`src/ipv4pg_pkg.sv`:
```
// shared types and constants for the ipv4 test packet generator
`timescale 1ns / 1ps

package ipv4pg_pkg;

    // request codes
    localparam logic [1:0] REQ_START    = 2'd0;
    localparam logic [1:0] REQ_ADVANCE  = 2'd1;
    localparam logic [1:0] REQ_ID_CLEAR = 2'd2;

    // configuration register indexes
    localparam logic [7:0] CFG_SRC_ADDR = 8'd0;
    localparam logic [7:0] CFG_DST_ADDR = 8'd1;
    localparam logic [7:0] CFG_PROTOCOL = 8'd2;
    localparam logic [7:0] CFG_TTL      = 8'd3;

    localparam logic [7:0]  VER_IHL       = 8'h45;
    localparam logic [15:0] HDR_BYTES     = 16'd20;
    localparam logic [15:0] MAX_PAYLOAD   = 16'd65515;
    localparam logic [7:0]  PROTOCOL_INIT = 8'd17;
    localparam logic [7:0]  TTL_INIT      = 8'd64;

    typedef struct packed {
        logic [1:0]  req_type;
        logic [15:0] payload_length;
    } in_item_t;

    typedef struct packed {
        logic [7:0]  out_byte;
        logic        in_header;
        logic        last_byte;
        logic [31:0] packets_done;
    } out_item_t;

    // inputs of the checksum unit
    typedef struct packed {
        logic [31:0] src_addr;
        logic [31:0] dst_addr;
        logic [7:0]  ttl;
        logic [7:0]  protocol;
        logic [15:0] total_len;
        logic [15:0] ident;
        logic        load;
    } csum_ctrl_t;

endpackage

```
`src/ipv4pg_csum.sv`:
```
// ipv4 header checksum unit, result held from the start transfer
`timescale 1ns / 1ps

module ipv4pg_csum
(
    input  logic                    clk,
    input  logic                    rst_n,
    input  ipv4pg_pkg::csum_ctrl_t  ctrl,
    output logic [15:0]             header_sum
);
    import ipv4pg_pkg::*;

    logic [15:0] header_sum_reg;
    logic [15:0] header_sum_next;
    logic [18:0] full_sum;
    logic [16:0] fold1;
    logic [15:0] fold2;

    // sum all header words, fold carries twice, complement
    always_comb
    begin
        full_sum        = {3'b000, VER_IHL, 8'h00}
                        + {3'b000, ctrl.total_len}
                        + {3'b000, ctrl.ident}
                        + {3'b000, ctrl.ttl, ctrl.protocol}
                        + {3'b000, ctrl.src_addr[31:16]}
                        + {3'b000, ctrl.src_addr[15:0]}
                        + {3'b000, ctrl.dst_addr[31:16]}
                        + {3'b000, ctrl.dst_addr[15:0]};
        fold1           = {1'b0, full_sum[15:0]} + {14'd0, full_sum[18:16]};
        fold2           = fold1[15:0] + {15'd0, fold1[16]};
        header_sum_next = ~fold2;
    end

    always_ff @(posedge clk or negedge rst_n)
    begin
        if (!rst_n)
        begin
            header_sum_reg <= '0;
        end
        else
        begin
            if (ctrl.load)
            begin
                header_sum_reg <= header_sum_next;
            end
        end
    end

    assign header_sum = header_sum_reg;

endmodule

```
`src/ipv4_packet_generator_core.sv`:
```
// top level of the ipv4 test packet generator
`timescale 1ns / 1ps

// an advance transfer shows its byte on the output in the cycle after acceptance
// throughput: one request per cycle while a held output byte is taken; output register is refilled while being drained
// start and identification-clear requests give no output transfer
// checksum is formed at the start transfer and held for the whole packet
// reset: idle, identification and packet count zero, addresses 0, protocol 17, ttl 64

module ipv4_packet_generator_core
(
    input  logic                   clk,
    input  logic                   rst_n,
    // request channel
    input  logic                   in_valid,
    output logic                   in_ready,
    input  ipv4pg_pkg::in_item_t   in_data,
    // byte channel
    output logic                   out_valid,
    input  logic                   out_ready,
    output ipv4pg_pkg::out_item_t  out_data,
    // configuration write channel
    input  logic                   cfg_valid,
    output logic                   cfg_ready,
    input  logic [7:0]             cfg_index,
    input  logic [31:0]            cfg_data
);
    import ipv4pg_pkg::*;

    // configuration registers
    logic [31:0] src_addr_reg;
    logic [31:0] dst_addr_reg;
    logic [7:0]  protocol_reg;
    logic [7:0]  ttl_reg;

    // packet state
    logic [15:0] next_ident_reg,   next_ident_next;
    logic [15:0] packet_ident_reg, packet_ident_next;
    logic [31:0] packet_total_reg, packet_total_next;
    logic        busy_reg,         busy_next;
    logic [15:0] byte_pos_reg,     byte_pos_next;
    logic [15:0] latched_len_reg,  latched_len_next;

    // output register
    logic        out_valid_reg, out_valid_next;
    out_item_t   out_data_reg,  out_data_next;

    logic        in_fire;
    logic        start_fire;
    logic        emit;
    logic [15:0] total_len;
    logic [15:0] last_pos;
    logic [15:0] payload_pos;
    logic        is_header;
    logic        is_last;
    logic [7:0]  hdr_byte;
    logic [15:0] header_sum;
    logic [15:0] clamped_len;
    csum_ctrl_t  csum_ctrl;

    assign cfg_ready = 1'b1;

    // output register frees when empty or being taken this cycle
    assign in_ready   = !out_valid_reg || out_ready;
    assign in_fire    = in_valid && in_ready;
    assign start_fire = in_fire && (in_data.req_type == REQ_START);
    assign emit       = in_fire && (in_data.req_type == REQ_ADVANCE) && busy_reg;

    assign total_len   = HDR_BYTES + latched_len_reg;
    assign last_pos    = total_len - 16'd1;
    assign payload_pos = byte_pos_reg - HDR_BYTES;
    assign is_header   = (byte_pos_reg < HDR_BYTES);
    assign is_last     = (byte_pos_reg >= last_pos);
    assign clamped_len = (in_data.payload_length > MAX_PAYLOAD) ? MAX_PAYLOAD
                                                                 : in_data.payload_length;

    // checksum of the new header, taken with the start transfer
    always_comb
    begin
        csum_ctrl.src_addr  = src_addr_reg;
        csum_ctrl.dst_addr  = dst_addr_reg;
        csum_ctrl.ttl       = ttl_reg;
        csum_ctrl.protocol  = protocol_reg;
        csum_ctrl.total_len = HDR_BYTES + clamped_len;
        csum_ctrl.ident     = next_ident_reg;
        csum_ctrl.load      = start_fire;
    end

    ipv4pg_csum u_csum
    (
        .clk        (clk),
        .rst_n      (rst_n),
        .ctrl       (csum_ctrl),
        .header_sum (header_sum)
    );

    // header byte select, most significant byte of every field first
    always_comb
    begin
        case (byte_pos_reg[4:0])
            5'd0:    hdr_byte = VER_IHL;
            5'd1:    hdr_byte = 8'h00;
            5'd2:    hdr_byte = total_len[15:8];
            5'd3:    hdr_byte = total_len[7:0];
            5'd4:    hdr_byte = packet_ident_reg[15:8];
            5'd5:    hdr_byte = packet_ident_reg[7:0];
            5'd6:    hdr_byte = 8'h00;
            5'd7:    hdr_byte = 8'h00;
            5'd8:    hdr_byte = ttl_reg;
            5'd9:    hdr_byte = protocol_reg;
            5'd10:   hdr_byte = header_sum[15:8];
            5'd11:   hdr_byte = header_sum[7:0];
            5'd12:   hdr_byte = src_addr_reg[31:24];
            5'd13:   hdr_byte = src_addr_reg[23:16];
            5'd14:   hdr_byte = src_addr_reg[15:8];
            5'd15:   hdr_byte = src_addr_reg[7:0];
            5'd16:   hdr_byte = dst_addr_reg[31:24];
            5'd17:   hdr_byte = dst_addr_reg[23:16];
            5'd18:   hdr_byte = dst_addr_reg[15:8];
            default: hdr_byte = dst_addr_reg[7:0];
        endcase
    end

    // request handling
    always_comb
    begin
        next_ident_next   = next_ident_reg;
        packet_ident_next = packet_ident_reg;
        packet_total_next = packet_total_reg;
        busy_next         = busy_reg;
        byte_pos_next     = byte_pos_reg;
        latched_len_next  = latched_len_reg;

        if (in_fire)
        begin
            case (in_data.req_type)
                REQ_START:
                begin
                    // a start abandons any packet in progress
                    latched_len_next  = clamped_len;
                    packet_ident_next = next_ident_reg;
                    next_ident_next   = next_ident_reg + 16'd1;
                    packet_total_next = packet_total_reg + 32'd1;
                    byte_pos_next     = '0;
                    busy_next         = 1'b1;
                end
                REQ_ID_CLEAR:
                begin
                    next_ident_next = '0;
                end
                REQ_ADVANCE:
                begin
                    if (busy_reg)
                    begin
                        if (is_last)
                        begin
                            busy_next     = 1'b0;
                            byte_pos_next = '0;
                        end
                        else
                        begin
                            byte_pos_next = byte_pos_reg + 16'd1;
                        end
                    end
                end
                default:
                begin
                end
            endcase
        end
    end

    // output register: load on an emitted byte, drop when taken
    always_comb
    begin
        out_valid_next = out_valid_reg;
        out_data_next  = out_data_reg;
        if (out_valid_reg && out_ready)
        begin
            out_valid_next = 1'b0;
        end
        if (emit)
        begin
            out_valid_next             = 1'b1;
            out_data_next.out_byte     = is_header ? hdr_byte : payload_pos[7:0];
            out_data_next.in_header    = is_header;
            out_data_next.last_byte    = is_last;
            out_data_next.packets_done = packet_total_reg;
        end
    end

    always_ff @(posedge clk or negedge rst_n)
    begin
        if (!rst_n)
        begin
            src_addr_reg     <= '0;
            dst_addr_reg     <= '0;
            protocol_reg     <= PROTOCOL_INIT;
            ttl_reg          <= TTL_INIT;
            next_ident_reg   <= '0;
            packet_ident_reg <= '0;
            packet_total_reg <= '0;
            busy_reg         <= 1'b0;
            byte_pos_reg     <= '0;
            latched_len_reg  <= '0;
            out_valid_reg    <= 1'b0;
        end
        else
        begin
            if (cfg_valid)
            begin
                case (cfg_index)
                    CFG_SRC_ADDR: src_addr_reg <= cfg_data;
                    CFG_DST_ADDR: dst_addr_reg <= cfg_data;
                    CFG_PROTOCOL: protocol_reg <= cfg_data[7:0];
                    CFG_TTL:      ttl_reg      <= cfg_data[7:0];
                    default:
                    begin
                    end
                endcase
            end
            next_ident_reg   <= next_ident_next;
            packet_ident_reg <= packet_ident_next;
            packet_total_reg <= packet_total_next;
            busy_reg         <= busy_next;
            byte_pos_reg     <= byte_pos_next;
            latched_len_reg  <= latched_len_next;
            out_valid_reg    <= out_valid_next;
        end
    end

    // byte payload register, no reset needed
    always_ff @(posedge clk)
    begin
        out_data_reg <= out_data_next;
    end

    assign out_valid = out_valid_reg;
    assign out_data  = out_data_reg;

endmodule
```
`config.mk`:
```
export PLATFORM = sky130hd
export DESIGN_NAME = ipv4_packet_generator_core
export DESIGN_NICKNAME = d
export VERILOG_FILES = /design/src/ipv4pg_pkg.sv /design/src/ipv4pg_csum.sv /design/src/ipv4_packet_generator_core.sv
export SDC_FILE = /design/constraint.sdc
export NUM_CORES = 1
export LEC_CHECK = 0
export BUFFER_PORTS_ARGS = -buffer_cell sky130_fd_sc_hd__buf_2
export CORE_ASPECT_RATIO = 0.75
export CORE_MARGIN = 8
export CORE_UTILIZATION = 56
export CTS_CLUSTER_SIZE = 10
export DETAILED_ROUTE_END_ITERATION = 12
export GPL_TIMING_DRIVEN = 0
export PLACE_DENSITY = 0.86
export SLEW_MARGIN = 15
export SYNTH_ARGS = -nofsm -noshare
export SYNTH_HDL_FRONTEND = slang
export SYNTH_SLANG_ARGS = --single-unit
```
`constraint.sdc`:
```
create_clock -name clk -period 7.9 [get_ports clk]
set_clock_uncertainty 0.1 [all_clocks]
set_input_delay 1.58 -clock clk [delete_from_list [all_inputs] [get_ports clk]]
set_output_delay 1.58 -clock clk [all_outputs]
set_load 0.02 [all_outputs]
```
# Word-level counts from Yosys, hierarchy flattened
# Index checks and enable logic that the tools add are counted.
dict set report classes {
  addsub 16
  n_lt_le_gt_ge 3
  n_eq_ne 24
  mux 12
  bitwise_logic 1
  n_reduce_logical 22
}
# operator n
set op_table {}
lappend op_table {{one-hot mux 8 bit (17 select lines)} 1}
lappend op_table {{adder 19 x 16 -> 19 bit} 6}
lappend op_table {{one-hot mux 16 bit (2 select lines)} 2}
lappend op_table {{two-way mux 16 bit} 3}
lappend op_table {{== test 5 x 4 -> 1 bit, second input constant} 8}
lappend op_table {{adder 16 x 1 -> 16 bit, second input constant} 2}
lappend op_table {{adder 32 x 1 -> 32 bit, second input constant} 1}
lappend op_table {{adder 5 x 16 -> 16 bit, first input constant} 2}
lappend op_table {{== test 5 x 3 -> 1 bit, second input constant} 4}
lappend op_table {{adder 15 x 16 -> 17 bit, first input constant} 1}
lappend op_table {{adder 16 x 3 -> 17 bit} 1}
lappend op_table {{adder 16 x 1 -> 16 bit} 1}
lappend op_table {{== test 8 x 2 -> 1 bit, second input constant} 2}
lappend op_table {{>= comparator 16 bit} 1}
lappend op_table {{> comparator 16 bit, second input constant} 1}
lappend op_table {{< comparator 16 x 5 -> 1 bit, second input constant} 1}
lappend op_table {{inverter 16 bit} 1}
lappend op_table {{subtractor 16 x 1 -> 16 bit, second input constant} 1}
lappend op_table {{== test 5 bit, second input constant} 3}
lappend op_table {{AND reduction 2 bit} 7}
lappend op_table {{== test 5 x 2 -> 1 bit, second input constant} 2}
lappend op_table {{== test 8 x 1 -> 1 bit, second input constant} 1}
lappend op_table {{zero test 8 bit} 1}
lappend op_table {{two-way mux 8 bit} 1}
lappend op_table {{15 further kinds} 24}
dict set report word_totals {
  regBits 236
  input_bits 63
  output_inout_bits 45
  elab_cells 94
}

# Logic depth before layout (Yosys ltp)
# Gate-level depths: netlist (run 1).
dict set report logic_depth {
  ltp_word 13
  depth_mapped 53
}

# By module
# From an unflattened synthesis (run 1), not the netlist that was laid out.
dict set report unflattened {
  hier_cells 1600
  hier_area_um2 15859.0
}
# mod instances cells_per_inst area_each_um2
set by_module_without_submodules {}
lappend by_module_without_submodules {ipv4_packet_generator_core 1 1043 11100.6}
lappend by_module_without_submodules {ipv4pg_csum 1 557 4758.3}

# Worst setup path before layout (run 1)
# Ideal clock, no wire load.
dict set report synth_timing {
  path_type {input -> register}
  start {input port in_data[10] in the netlist's numbering}
  end {register u_csum.header_sum_reg[14], in the netlist u_csum.header_sum[14]}
  setup_ns 0.129
  arrival_time_ns 10.586
  t_required_ns 7.671
  setup_slack_ns -2.916
  stages 51
  path_cell_list {buf_2 nand3_2 nor2_2 nand4_2 nor3_1 nand2b_1 inv_1 ha_1 a21oi_2 nand2_1 o21ai_0 nand2_1 o21ai_0 xnor2_1 fa_1 inv_1 fa_1 fa_1 [... 15 more ...] nand2b_1 a21oi_1 nand4_2 or2_1 buf_2 nor2_2 and3_1 ha_1 ha_1 inv_1 nor2_1 nand2_1 nor3b_2 and3_1 nand2_1 nor3_2 xnor2_1 o21ai_1}
}
dict set report synth_between {
  elab_chain_cells 13
}
# element line
set synth_rtl {}
lappend synth_rtl {{from (decl)} ipv4_packet_generator_core.sv:17} ;# input ipv4pg_pkg::in_item_t in_data,
lappend synth_rtl {{> comparator 16 bit} ipv4_packet_generator_core.sv:74} ;# assign clamped_len = (in_data.payload_length > MAX_PAYLOAD) ? MAX_PAYLOAD
lappend synth_rtl {{two-way mux 16 bit} ipv4_packet_generator_core.sv:74}
lappend synth_rtl {{via clamped_len[2]} ipv4_packet_generator_core.sv:58} ;# logic [15:0] clamped_len;
lappend synth_rtl {{adder 5 x 16 -> 16 bit} ipv4_packet_generator_core.sv:84} ;# csum_ctrl.total_len = HDR_BYTES + clamped_len;
lappend synth_rtl {{adder 15 x 16 -> 17 bit} ipv4pg_csum.sv:23} ;# + {3'b000, ctrl.total_len}
lappend synth_rtl {{adder 19 x 16 -> 19 bit} ipv4pg_csum.sv:24} ;# + {3'b000, ctrl.ident}
lappend synth_rtl {{adder 19 x 16 -> 19 bit} ipv4pg_csum.sv:25} ;# + {3'b000, ctrl.ttl, ctrl.protocol}
lappend synth_rtl {{adder 19 x 16 -> 19 bit} ipv4pg_csum.sv:26} ;# + {3'b000, ctrl.src_addr[31:16]}
lappend synth_rtl {{adder 19 x 16 -> 19 bit} ipv4pg_csum.sv:27} ;# + {3'b000, ctrl.src_addr[15:0]}
lappend synth_rtl {{adder 19 x 16 -> 19 bit} ipv4pg_csum.sv:28} ;# + {3'b000, ctrl.dst_addr[31:16]}
lappend synth_rtl {{adder 19 x 16 -> 19 bit} ipv4pg_csum.sv:29} ;# + {3'b000, ctrl.dst_addr[15:0]};
lappend synth_rtl {{adder 16 x 3 -> 17 bit} ipv4pg_csum.sv:30} ;# fold1 = {1'b0, full_sum[15:0]} + {14'd0, full_sum[18:16]};
lappend synth_rtl {{adder 16 x 1 -> 16 bit} ipv4pg_csum.sv:31} ;# fold2 = fold1[15:0] + {15'd0, fold1[16]};
lappend synth_rtl {{inverter 16 bit} ipv4pg_csum.sv:32} ;# header_sum_next = ~fold2;
lappend synth_rtl {{to (signal assigned)} ipv4pg_csum.sv:45} ;# header_sum_reg <= header_sum_next;
lappend synth_rtl {{to (decl)} ipv4pg_csum.sv:13} ;# logic [15:0] header_sum_reg;
# The timed path passes the listed nets, and every way through them passes these cells.
# A chain may end at the register's enable or synchronous reset.

# Final worst setup path (run 1)
dict set report layout_timing {
  start {input port in_data[11] in the netlist's numbering}
  end {register u_csum.header_sum_reg[10], in the netlist u_csum.header_sum[10]}
}
# The elaborated chain is that of the path after synthesis.

==> flow_summary.yaml, run 1 <==
run_status:
  outcome: "complete, but fails checks"
  violations: "setup timing"
detailed_routing:
  drt_iter0_markers: 1673
  dr_total_vias: 12660
  drc_errors: 0
  viasPerCell: 6.330
  wl_per_cell_um: 24.14
  drtAntennaViolNets: 0
  dr.pass1.iters: 9
  drt_wl_total_mm: 48.28
layout:
  layout_common_cells: "191 x dfrtp_1, 160 x nand2_1, 107 x inv_1"
  drive_gt1_share_pct: 24.64
  utilization_pct: 67.25
  nets: 1833
  largest_register_ff_count: 42
  multi_input_area_um2: 8841
  layout_commonest_cell: "dfrtp_1"
  nFillCells: 1871
  register_area_um2: 6120
  syn_to_final_growth_pct: 19.34
yosys:
  yosysTopAreaCell: "dfrtp_1"
  synth_ff_type: "dfrtp_1"
  synth_top_area_share_pct: 31.80
  synthArstFlopShare_pct: 82.20
  syn_nets: 1642
  synth_edf_count: 42
  ys_ff_latch: 236
  synth_cell_types: 89
  synth.cell_area_um2: 15030
  syn_avg_cell_area_um2: 10.43
  syn_inst: 1441
  synth.area.top_cells: "dfrtp_1 32%, fa_1 10%, edfxtp_1 8.4%"
  ys_seq_area_share_pct: 40.71
  synth_warnings: 0
timing:
  slew_headroom_pct: 32.59
  slew_violations: 0
  min_period_over_period_pct: 128.0
  clock.fmax_mhz: 98.87
  setup_tns_ns: -29.63
  period_needed_ns: 10.11
  setup_viol: 16
  worst_pin_slew_ns: 1.011
  hold_viol_final: 0
  final.setup.worst_slack_ns: -2.214
  rsz0062_at_grt: "true"
critical_path:
  critPathKind: "input pin to flop"
  cp.required_ns: 8.23
  endpoint_kind: "flop"
  slowest_delay_ns: 0.57
  arrival_ns: 10.44
  crit_path_start_kind: "input pin"
  cp_max_fo: 6
  r2r_setup_slack_ns: -0.46
  reg2reg_depth: 35
  crit_slowest_cell: "fa_1"
  r2r-start: "next_ident_reg[2]"
  r2r_end: "u_csum.header_sum[10]"
clock_network:
  cts.hold.buffers_added: 0
  clk_latency_ns: 0.56
  cts_tree: "done"
  htreeDepth: 1
  cts_buffers: 27
  cts-root-buf: "clkbuf_16"
  cts.sinks: 236
  path_clk_slew_ns: 0.06
  clock_path_buffers: 3
hold_path:
  hold_path_depth: 2
  hp-start: "packet_ident_reg[4]"
  hp-class: "flop to flop"
  hold_path_end: "packet_ident_reg[4]"
floorplanning:
  die_x_um: 205.2
  die_area_um2: 32400
  rows: 52
  pin_count: 108
  die_h_um: 157.9
  core-area_um2: 26680
  initial_core_util_pct: 56.35
grt:
  antenna_found_initial: 1
  grt_max_degree: 86
  grt_pass1_vias: 12330
  overflow: 0
  track_usage_pct: 28.86
  grt_pass1_wl_mm: 71.62
power_and_ir_drop:
  ir_worst_vdd_uv: 190.7
  p_leak_uw: 0.008207
  p_per_area_nw_per_um2: 254.4
placed_design:
  hpwl_mm: 35.05
  gp_congestion: 1.069
  io_buffers: 102
run:
  drv_cap: 0
[synthesized netlist by cell type, types with 45 or more instances]
cell type  number
nand3_1        46
o21ai_0        64
ha_1           60
xor2_1         49
xnor2_1        69
nand2_1       165
nor2_1         79
inv_1         116
a21oi_1        45
mux2_2         79
fa_1           78
dfrtp_1       191
[report_power, final]
group / switching [uW] / leakage [uW] / internal (uW) / total, uW
clock network: 515 / 0.000369 / 644 / 1160
registers: 131 / 0.00297 / 1370 / 1500
logic: 1160 / 0.00487 / 747 / 1910
total: 1800 / 0.00821 / 2760 / 4560
[critical path, delay by kind of cell]
| kind | cells | cell delay (ns) |
|---|---|---|
| XOR/XNOR | 3 | 0.55 |
| adder cells (fa/ha/maj) | 9 | 3.20 |
| buffers and inverters | 8 | 0.74 |
| AND/OR/NAND/NOR | 19 | 2.83 |
| AO/OA/AOI/OAI | 10 | 1.52 |
[metal layers]
layer	up-vias	share of wire [%]	track usage (%)
met5	-	0.21	3.074
met3	138	14	11.74
met1	6302	39	39.24
li1	5385	-	-
met2	833	43	42.24
met4	2	3.3	7.269
[metrics by stage]
step,cell area [um2],power (uW),hold WS [ns],worst slack [ns],instances
floorplan,15310,2696,0.3392,-1.902,1441
global placement,16260,3104,0.3573,-3.378,1894
detailed placement,16340,3185,0.3654,-3.711,1897
CTS,17530,4382,0.3801,-2.284,1983
global route,17940,4775,0.4099,-2.566,2000
finish,17940,4564,0.3880,-2.214,2000
[worst max path at each step]
stage / from / to / slack [ns]
after floorplan: in_data[10] / u_csum.header_sum[10] / -1.90
after global placement: in_data[9] / u_csum.header_sum[10] / -3.38
after detailed placement: in_data[12] / u_csum.header_sum[10] / -3.71
after CTS: in_data[9] / u_csum.header_sum[14] / -2.28
after global routing: in_data[9] / u_csum.header_sum[15] / -2.57
final: in_data[11] / u_csum.header_sum[10] / -2.21
[cells by family after synthesis]
logic type,synth area share (%)
simple gates,15.16
compound gates,11.14
flops,40.71
buf+inv,4.212
fa+ha+maj,15.38
xor+xnor,7.325
mux,6.051
other cells,0.02495
[timing repair]
item | 4_1_cts | 5_1_grt
setup buffers | 41 | 19
pin swaps | 33 | 59
endpoints found under the setup margin | 16 | 16
gates resized for setup | 26 | 57
[cell type report]
type                       count  share of cell area (%)
buffer                        47                   1.472
timing repair buffer         163                   5.956
clock inverter                 1                  0.1116
antenna                        1                 0.01395
multi-input combinational   1041                   49.28
inverter                     116                   2.427
clock buffer                  44                   4.178
sequential                   236                   34.11
tap                          351                   2.448
Note: power is estimated with default switching activity, not from simulation.
==> inputs of run 2 (changes only) <==
--- a/config.mk
+++ b/config.mk
@@ -12,6 +12,7 @@
 export CTS_CLUSTER_SIZE = 10
 export DETAILED_ROUTE_END_ITERATION = 12
 export GPL_TIMING_DRIVEN = 0
+export HOLD_SLACK_MARGIN = 0.15
 export PLACE_DENSITY = 0.86
 export SLEW_MARGIN = 15
 export SYNTH_ARGS = -nofsm -noshare
==> constraint.sdc (replaced) <==
create_clock -name clk -period 7.9 [get_ports clk]
set_clock_uncertainty 0.1 [all_clocks]
set_input_delay 1.185 -clock clk [delete_from_list [all_inputs] [get_ports clk]]
set_output_delay 1.185 -clock clk [all_outputs]
set_load 0.02 [all_outputs]
==> run 2 against run 1 <==
  * Sequential share of layout area rose by 0.23 points
  * Critical endpoint is now u_csum.header_sum[14]
  * First-iteration DRC count rose by 3.8%
  * Worst hold slack got worse by 0.010 ns
  * The flow still finishes with violations (setup timing)
  * Global-route usage barely moved
==> flow_summary.yaml, run 2 (same netlist as run 1, synthesis figures left out) <==
grt:
  track_usage_pct: 28.86
  overflow: 0
  antenna_found_initial: 2
  grt_pass1_vias: 12390
  grt_max_degree: 88
  grt_pass1_wl_mm: 71.40
floorplanning:
  rows: 52
  initial_core_util_pct: 56.35
  pin_count: 108
  core-area_um2: 26680
  die_x_um: 205.2
  die_h_um: 157.9
  die_area_um2: 32400
critical_path:
  critPathKind: "input pin to flop"
  slowest_delay_ns: 0.56
  cp_max_fo: 6
  crit_path_start_kind: "input pin"
  crit_slowest_cell: "fa_1"
  endpoint_kind: "flop"
  arrival_ns: 9.95
  cp.required_ns: 8.24
layout:
  nets: 1824
  nFillCells: 1897
  layout_common_cells: "191 x dfrtp_1, 162 x nand2_1, 108 x inv_1"
  largest_register_ff_count: 42
  syn_to_final_growth_pct: 18.54
  drive_gt1_share_pct: 23.80
  layout_commonest_cell: "dfrtp_1"
detailed_routing:
  drtAntennaViolNets: 0
  drt_wl_total_mm: 48.19
  wl_per_cell_um: 24.14
  drc_errors: 0
  dr.pass1.iters: 10
  viasPerCell: 6.299
  drt_iter0_markers: 1737
  dr_total_vias: 12570
clock_network:
  path_clk_slew_ns: 0.06
  clk_latency_ns: 0.57
  clock_path_buffers: 3
  htreeDepth: 1
  cts_buffers: 27
  cts.sinks: 236
  cts-root-buf: "clkbuf_16"
  cts_tree: "done"
power_and_ir_drop:
  p_leak_uw: 0.008146
  p_per_area_nw_per_um2: 257.2
  ir_worst_vdd_uv: 192.3
timing:
  fin_hold_ws_ns: 0.3775
  slew_violations: 0
  min_period_over_period_pct: 121.6
  setup_viol: 16
  period_needed_ns: 9.609
  setup_tns_ns: -21.49
  worst_pin_slew_ns: 0.9333
  final.setup.worst_slack_ns: -1.709
  rsz0062_at_grt: "true"
  hold_viol_final: 0
  clock.fmax_mhz: 104.1
  slew_headroom_pct: 37.78
placed_design:
  gp_congestion: 1.029
  hpwl_mm: 35.19
  io_buffers: 102
hold_path:
  hp-class: "flop to flop"
run_status:
  outcome: "complete, but fails checks"
  violations: "setup timing"
run:
  drv_cap: 0
==> run 2: cell count changes in the layout (fill, tap and decap cells not counted), sizes merged <==
cell    before  now
buf        174  165
clkbuf      80   84
diode        1    2
==> run 2: worst paths after layout <==
check	end	start	cells past startpoint	slack, ns
worst min register to register	packet_total_reg[31]	packet_total_reg[31]	1	0.38
worst max-delay path	u_csum.header_sum[14]	in_data[11]	47	-1.71
min in group asynchronous	byte_pos_reg[9]	rst_n	1	0.43
worst max register to register	u_csum.header_sum[14]	next_ident_reg[2]	35	-0.47
worst min-delay path	packet_total_reg[31]	packet_total_reg[31]	1	0.38
max in group asynchronous	dst_addr_reg[13]	rst_n	3	6.18
==> run 2: cell type report <==
cell class,instances,area (um2),area share (%)
clock inverters,1,20.02,0.1124
diodes,2,5.005,0.02809
clock buffers,48,764.5,4.290
plain buffers,47,262.8,1.475
well taps,351,439.2,2.465
repair buffers,154,987.2,5.540
flip-flops and latches,236,6120,34.34
multi-input cells,1041,8780,49.27
inverters,116,440.4,2.472
==> run 2: layer usage <==
| layer | track usage [%] | part of all wire [%] |
|---|---|---|
| met1 | 40.01 | 39 |
| met3 | 11.23 | 14 |
| met4 | 8.832 | 3.7 |
| met5 | 0 | 0 |
| met2 | 41.30 | 43 |
==> run 2: worst max-delay path: cells and delay by family <==
kind	cells	cell delay, ns
adder cells (fa/ha/maj)	9	3.27
AND/OR/NAND/NOR	20	2.91
AO/OA/AOI/OAI	9	1.67
buffers and inverters	7	0.61
multiplexers	1	0.15
XOR/XNOR	1	0.14
==> run 2: timing repair <==
item | 4_1_cts | 5_1_grt
endpoints found under the setup margin | 16 | 16
setup buffers | 28 | 21
hold endpoints to repair | 0 | 0
pin swaps | 39 | 53
resized for setup | 23 | 47
hold buffers | 0 | 0
==> run 2: per-stage QoR <==
| stage | power, uW | cell area, um2 | util (%) | setup slack (ns) | cells |
|---|---|---|---|---|---|
| finish | 4582 | 17820 | 66.80 | -1.709 | 1996 |
| detailed placement | 3183 | 16340 | 61.26 | -3.161 | 1897 |
| global placement | 3113 | 16260 | 60.94 | -3.030 | 1894 |
| floorplan | 2696 | 15310 | - | -1.507 | 1441 |
| CTS | 4393 | 17440 | 65.38 | -1.880 | 1974 |
| global route | 4785 | 17820 | 66.80 | -1.988 | 1996 |
==> run 2: where the power goes <==
group	total [uW]	internal [uW]	switching, uW
clock	1160	651	510
sequential	1500	1370	135
combinational	1920	757	1160
